==> src/sv/sbbf_pkg.sv <==
package sbbf_pkg;

	// Request codes carried in the req_type field.
	typedef enum logic [2:0] {
		REQ_APPEND = 3'd0,
		REQ_LOCK   = 3'd1,
		REQ_FIND   = 3'd2,
		REQ_READ   = 3'd3,
		REQ_CLEAR  = 3'd4
	} req_e;

	// Status codes returned with every result.
	typedef enum logic [2:0] {
		STAT_OK        = 3'd0,
		STAT_WRONG     = 3'd1,
		STAT_NOT_INC   = 3'd2,
		STAT_FULL      = 3'd3,
		STAT_TOO_FEW   = 3'd4,
		STAT_UNDERFLOW = 3'd5,
		STAT_OVERFLOW  = 3'd6
	} status_e;

	// Controller states.
	typedef enum logic {
		FSM_IDLE,
		FSM_SCAN
	} fsm_e;

	// One request transaction.
	typedef struct packed {
		logic [2:0]         req_type;
		logic signed [31:0] sample_value;
		logic [5:0]         entry_index;
	} cmd_t;

	// One result transaction.
	typedef struct packed {
		logic [2:0]         status;
		logic [5:0]         bin_index;
		logic signed [31:0] entry_value;
		logic [6:0]         entry_count;
	} rsp_t;

	// Control bits of a query travelling along the cell chain.
	typedef struct packed {
		logic vld;
		logic find;
	} qry_ctl_t;

endpackage

==> src/sv/sbbf_cell.sv <==
// One cell of the breakpoint chain. It holds a single breakpoint and passes
// the travelling query on to its neighbour in the next cycle, updating the
// bin index or the read value when its own breakpoint is relevant.
module sbbf_cell import sbbf_pkg::*; #(
	parameter int DEPTH = 64,
	parameter int VALUE_WIDTH = 32,
	parameter int CELL_INDEX = 0,
	localparam int IW = $clog2(DEPTH),
	localparam int CW = $clog2(DEPTH + 1)
) (
	input  logic                          clk,
	input  logic                          arst_n,
	input  logic [CW-1:0]                 count,
	input  logic                          wr_en,
	input  logic signed [VALUE_WIDTH-1:0] wr_data,
	input  qry_ctl_t                      ctl_in,
	input  logic signed [VALUE_WIDTH-1:0] x_in,
	input  logic [5:0]                    idx_in,
	input  logic [IW-1:0]                 bin_in,
	input  logic signed [VALUE_WIDTH-1:0] val_in,
	output qry_ctl_t                      ctl_out,
	output logic signed [VALUE_WIDTH-1:0] x_out,
	output logic [5:0]                    idx_out,
	output logic [IW-1:0]                 bin_out,
	output logic signed [VALUE_WIDTH-1:0] val_out
);

	logic signed [VALUE_WIDTH-1:0] brk_q;
	qry_ctl_t                      ctl_q;
	logic signed [VALUE_WIDTH-1:0] x_q;
	logic [5:0]                    idx_q;
	logic [IW-1:0]                 bin_q;
	logic signed [VALUE_WIDTH-1:0] val_q;
	logic                          active;
	logic                          idx_match;
	logic [IW-1:0]                 bin_d;
	logic signed [VALUE_WIDTH-1:0] val_d;

	// The breakpoint is written when the table grows into this position.
	always_ff @(posedge clk) begin
		if (wr_en && (count == CW'(CELL_INDEX))) begin
			brk_q <= wr_data;
		end
	end

	// Only positions below the fill level take part in a query.
	assign active    = ctl_in.vld && (CW'(CELL_INDEX) < count);
	assign idx_match = ({{IW{1'b0}}, idx_in} == (IW + 6)'(CELL_INDEX));

	// The breakpoints rise along the chain, so the last cell at or below the
	// sample names the bin.
	always_comb begin
		bin_d = bin_in;
		val_d = val_in;
		if (active && ctl_in.find && (brk_q <= x_in)) begin
			bin_d = IW'(CELL_INDEX);
		end
		if (active && !ctl_in.find && idx_match) begin
			val_d = brk_q;
		end
	end

	// Query control hand-over to the next cell.
	always_ff @(posedge clk or negedge arst_n) begin
		if (!arst_n) begin
			ctl_q <= '0;
		end else begin
			ctl_q <= ctl_in;
		end
	end

	// Query payload hand-over to the next cell.
	always_ff @(posedge clk) begin
		x_q   <= x_in;
		idx_q <= idx_in;
		bin_q <= bin_d;
		val_q <= val_d;
	end

	assign ctl_out = ctl_q;
	assign x_out   = x_q;
	assign idx_out = idx_q;
	assign bin_out = bin_q;
	assign val_out = val_q;

endmodule

==> config.mk <==
export PLATFORM = sky130hd
export DESIGN_NAME = sbbf_cell
export DESIGN_NICKNAME = d
export VERILOG_FILES = /design/src/sv/sbbf_pkg.sv /design/src/sv/sbbf_cell.sv
export SDC_FILE = /design/constraint.sdc
export NUM_CORES = 1
export LEC_CHECK = 0
export ABC_AREA = 1
export BUFFER_PORTS_ARGS = -buffer_cell sky130_fd_sc_hd__buf_2
export CORE_ASPECT_RATIO = 0.7
export CORE_MARGIN = 5
export CORE_UTILIZATION = 45
export CTS_CLUSTER_SIZE = 24
export DETAILED_ROUTE_END_ITERATION = 6
export PLACE_DENSITY = 0.79
export SYNTH_ARGS = -nofsm -noshare
export SYNTH_HDL_FRONTEND = slang
export SYNTH_SLANG_ARGS = --single-unit
==> constraint.sdc <==
create_clock -name clk -period 1.77 [get_ports clk]
set_input_delay 0.0885 -clock clk [delete_from_list [all_inputs] [get_ports clk]]
set_output_delay 0.0885 -clock clk [all_outputs]
set_load 0.005 [all_outputs]
==> flow_metrics.env <==
export IMPL_status="finished with violations"
export IMPL_violations="negative setup slack"
export IMPL_grt_ovfl_total=0
export IMPL_powerDensity_nw_per_um2=780
export IMPL_finalWorstSetupSlack_ns=-0.0639
export IMPL_final_instance_count_excl_fill=772
export IMPL_required_ns=2.04
export IMPL_antenna_found_initial=0
export IMPL_end_kind="flop"
export IMPL_root_buffer="clkbuf_16"
export IMPL_synth_compound_area_share_pct=3.43
export IMPL_power_frac_seq_pct=50.3
export IMPL_post_route_period_util_pct=104
export IMPL_grt_pass1_vias=3821
export IMPL_rsz0062_at_grt="true"
export IMPL_ys_seq_area_share_pct=63.1
export IMPL_yosysMostFrequentCell="dfxtp_1"
export IMPL_viasPerCell=4.66
export IMPL_yosysTopAreaCell="dfxtp_1"
export IMPL_drive_gt1_share_pct=46.4
export IMPL_path_cells="dlygate4sd3_1 -> buf_2 -> inv_1 -> ha_1 -> nand2_1 -> o21a_1 -> nand2_2 -> a21oi_4 -> nand2_1 -> nand2_2 -> nand3_4 -> a21oi_2"
export IMPL_total_power_mw=5.40
export IMPL_htree_levels=3
export IMPL_antenna_left=0
export IMPL_track_usage_pct=22.7
export IMPL_r2r_slack_ns=-0.04
export IMPL_grt_max_degree=19
export IMPL_post_route_min_period_ns=1.83
export IMPL_ys_top_cells_by_area="dfxtp_1 38%, edfxtp_1 24%, mux2_4 10%"
export IMPL_synthCells=311
export IMPL_max_cap_violations=0
export IMPL_synthArstFlopShare_pct=1.82
export IMPL_dieArea_um2=10900
export IMPL_synth_area_um2=4020
export IMPL_max_stage_delay_ns=0.52
export IMPL_ys_ff_latch=110
export IMPL_yosys_top_cells_count="76 x dfxtp_1, 47 x inv_1, 38 x nand2_1, 32 x edfxtp_1, 32 x ha_1"
export IMPL_path_buf_inv=3
export IMPL_fin_skew_ns=0.00743
export IMPL_criticalPathCategory="in -> reg"
export IMPL_crit_slowest_cell="dlygate4sd3_1"
export IMPL_power_switching_mw=1.19
export IMPL_nNetsFinal=798
export IMPL_cts_tree="done"
export IMPL_synth_edf_count=32
export IMPL_max_freq_ghz=0.545
export IMPL_tightestPinTransition_ns=0.469
export IMPL_die_x_um=123
export IMPL_vias=3596
export IMPL_place_inst=633
export IMPL_synthXorXnorAreaFrac_pct=0
export IMPL_firstDrtPassIters=4
export IMPL_cts_inserted_buffers=9
export IMPL_die_y_um=89.0
export IMPL_slew_headroom_pct=68.5
export IMPL_synth_mux_area_share_pct=11.3
export IMPL_start_kind="input pin"
export IMPL_synthAdderAreaFrac_pct=9.97
export IMPL_port_buffers=197
export IMPL_syn_num_nets=463
export IMPL_synth_top_family_by_area="multiplexers"
export IMPL_utilization_pct=80.7
export IMPL_drc_errors=0
export IMPL_clk_pin_slew_ns=0.07
export IMPL_clkLatencyLatePin_ns=0.34
export IMPL_ios=198
export IMPL_setup_violations=6
export IMPL_hp_class="in -> reg"
export IMPL_postSynthAreaPerCell_um2=12.9
export IMPL_cts_sinks=110
export IMPL_dp_hpwl_um=7680
export IMPL_cp_arrival_ns=2.11
export IMPL_preCtsSetupSlack_ns=-0.209
export IMPL_finalMaxSlewViolations=0
export IMPL_synth_flop_cell="dfxtp_1"
export IMPL_p_int_mw=4.21
export IMPL_routed_wl_um=13200
export IMPL_crit_fanout=6
export IMPL_area_growth_pct=72.6
export IMPL_wl_per_cell_um=17.1
export IMPL_drt_initial_drc_count=136
export IMPL_path_delay_family="buffers and inverters"
export IMPL_swShare_pct=22.0
export IMPL_yosysTopAreaCellShare_pct=37.9
export IMPL_grt_pass1_wl_um=18600
export IMPL_rows=28
export IMPL_hold_violations=0
export IMPL_start_util_pct=46.8
export IMPL_gp_congestion=0.770
export IMPL_combPwrFrac_pct=13.0
export IMPL_p_leak_nw=3.42
export IMPL_yosys_area_share_simple_pct=6.89
export IMPL_p_clk_share_pct=36.7
export IMPL_yosysUniqueCellTypes=22
export IMPL_tns_ns=-0.304
export IMPL_peakVddDrop_mv=0.725
export IMPL_clockBufferDepth=2
export IMPL_core_area_um2=8580
export IMPL_yosys_warnings=0
[through the flow]
step | hold WS (ns) | area [um2]
floorplan | -0.207 | 4020
finish | 0.0225 | 6930
global placement | -0.127 | 5210
CTS | 0.0400 | 6650
detailed placement | -0.125 | 5210
global route | 0.0361 | 6930
[what timing repair did]
action / 4_1_cts / 5_1_grt
pin swaps: 2 / 17
setup endpoints to repair: 6 / 6
gates resized for setup: 4 / 37
hold buffers: 111 / 0
buffers inserted: 2 / 15
endpoints found under the hold margin: 112 / 0
[registers in the layout (all words and copies together) (netlist names)]
name / flops
bin_out: 6
brk_q: 32
val_out: 32
idx_out: 6
ctl_out: 2
x_out: 32
[metal layers]
layer	wire length, um	track usage (%)	up-vias
li1	-	-	1702
met1	4970	24.0	1683
met2	6740	41.1	179
met3	1170	8.86	32
met4	320	9.55	0
met5	0	0	-
[power groups by stage]
stage | sequential [mW] | combinational [mW] | clock, mW
finish | 2.72 | 0.703 | 1.98
CTS | 2.71 | 0.642 | 2.01
global placement | 2.77 | 0.433 | 0
detailed placement | 2.77 | 0.445 | 0
floorplan | 2.79 | 0.151 | 0
global route | 2.73 | 0.768 | 2.11
[worst reg2reg max path, cell delays in order, from the launching register on]
cell,delay [ns]
edfxtp_1,0.42
ha_1,0.32
nand2_1,0.12
o21a_1,0.18
nand2_2,0.08
a21oi_4,0.18
nand2_1,0.08
nand2_2,0.09
nand3_4,0.12
a21oi_2,0.17
[cell families after synthesis]
group | Yosys count
buffers and inverters | 51
AND/OR/NAND/NOR | 61
multiplexers | 31
flip-flops | 110
adder cells (fa/ha/maj) | 32
AO/OA/AOI/OAI | 26
[final cells by class]
class | instances | area [um2]
multi-input cells | 150 | 1490
repair buffers | 328 | 2290
clock buffers | 10 | 229
diodes | 1 | 2.50
fillers | 471 | 1650
clock inverters | 6 | 60.1
flip-flops and latches | 110 | 2530
well taps | 120 | 150
inverters | 47 | 176
[worst paths after layout]
kind | startpoint | endpoint | cells after the start
min reg2reg | brk_q[9] | val_out[9] | 1
max | x_in[22] | bin_out[2] | 12
min | x_in[7] | x_out[7] | 1
max in group asynchronous | arst_n | ctl_out[0] | 2
min in group asynchronous | arst_n | ctl_out[1] | 2
max reg2reg | brk_q[22] | bin_out[2] | 9
[cell usage in the layout, fill, tap and decap left out, types with 2 or more instances in the layout]
master	instances
nor2_2	4
clkinv_2	2
dfrtp_1	2
nor2_1	4
dlygate4sd3_1	110
nand2_2	5
mux2_2	3
buf_4	24
inv_4	2
ha_4	9
inv_2	2
inv_1	45
clkbuf_16	9
nor3_1	2
a21oi_1	9
edfxtp_1	32
dfxtp_1	76
nand2_1	33
nor2_4	2
o21ai_1	2
mux2_4	28
o21a_1	2
a21oi_2	10
buf_12	2
ha_1	23
nand4_1	3
buf_2	191
(Power assumes the default switching activity.)
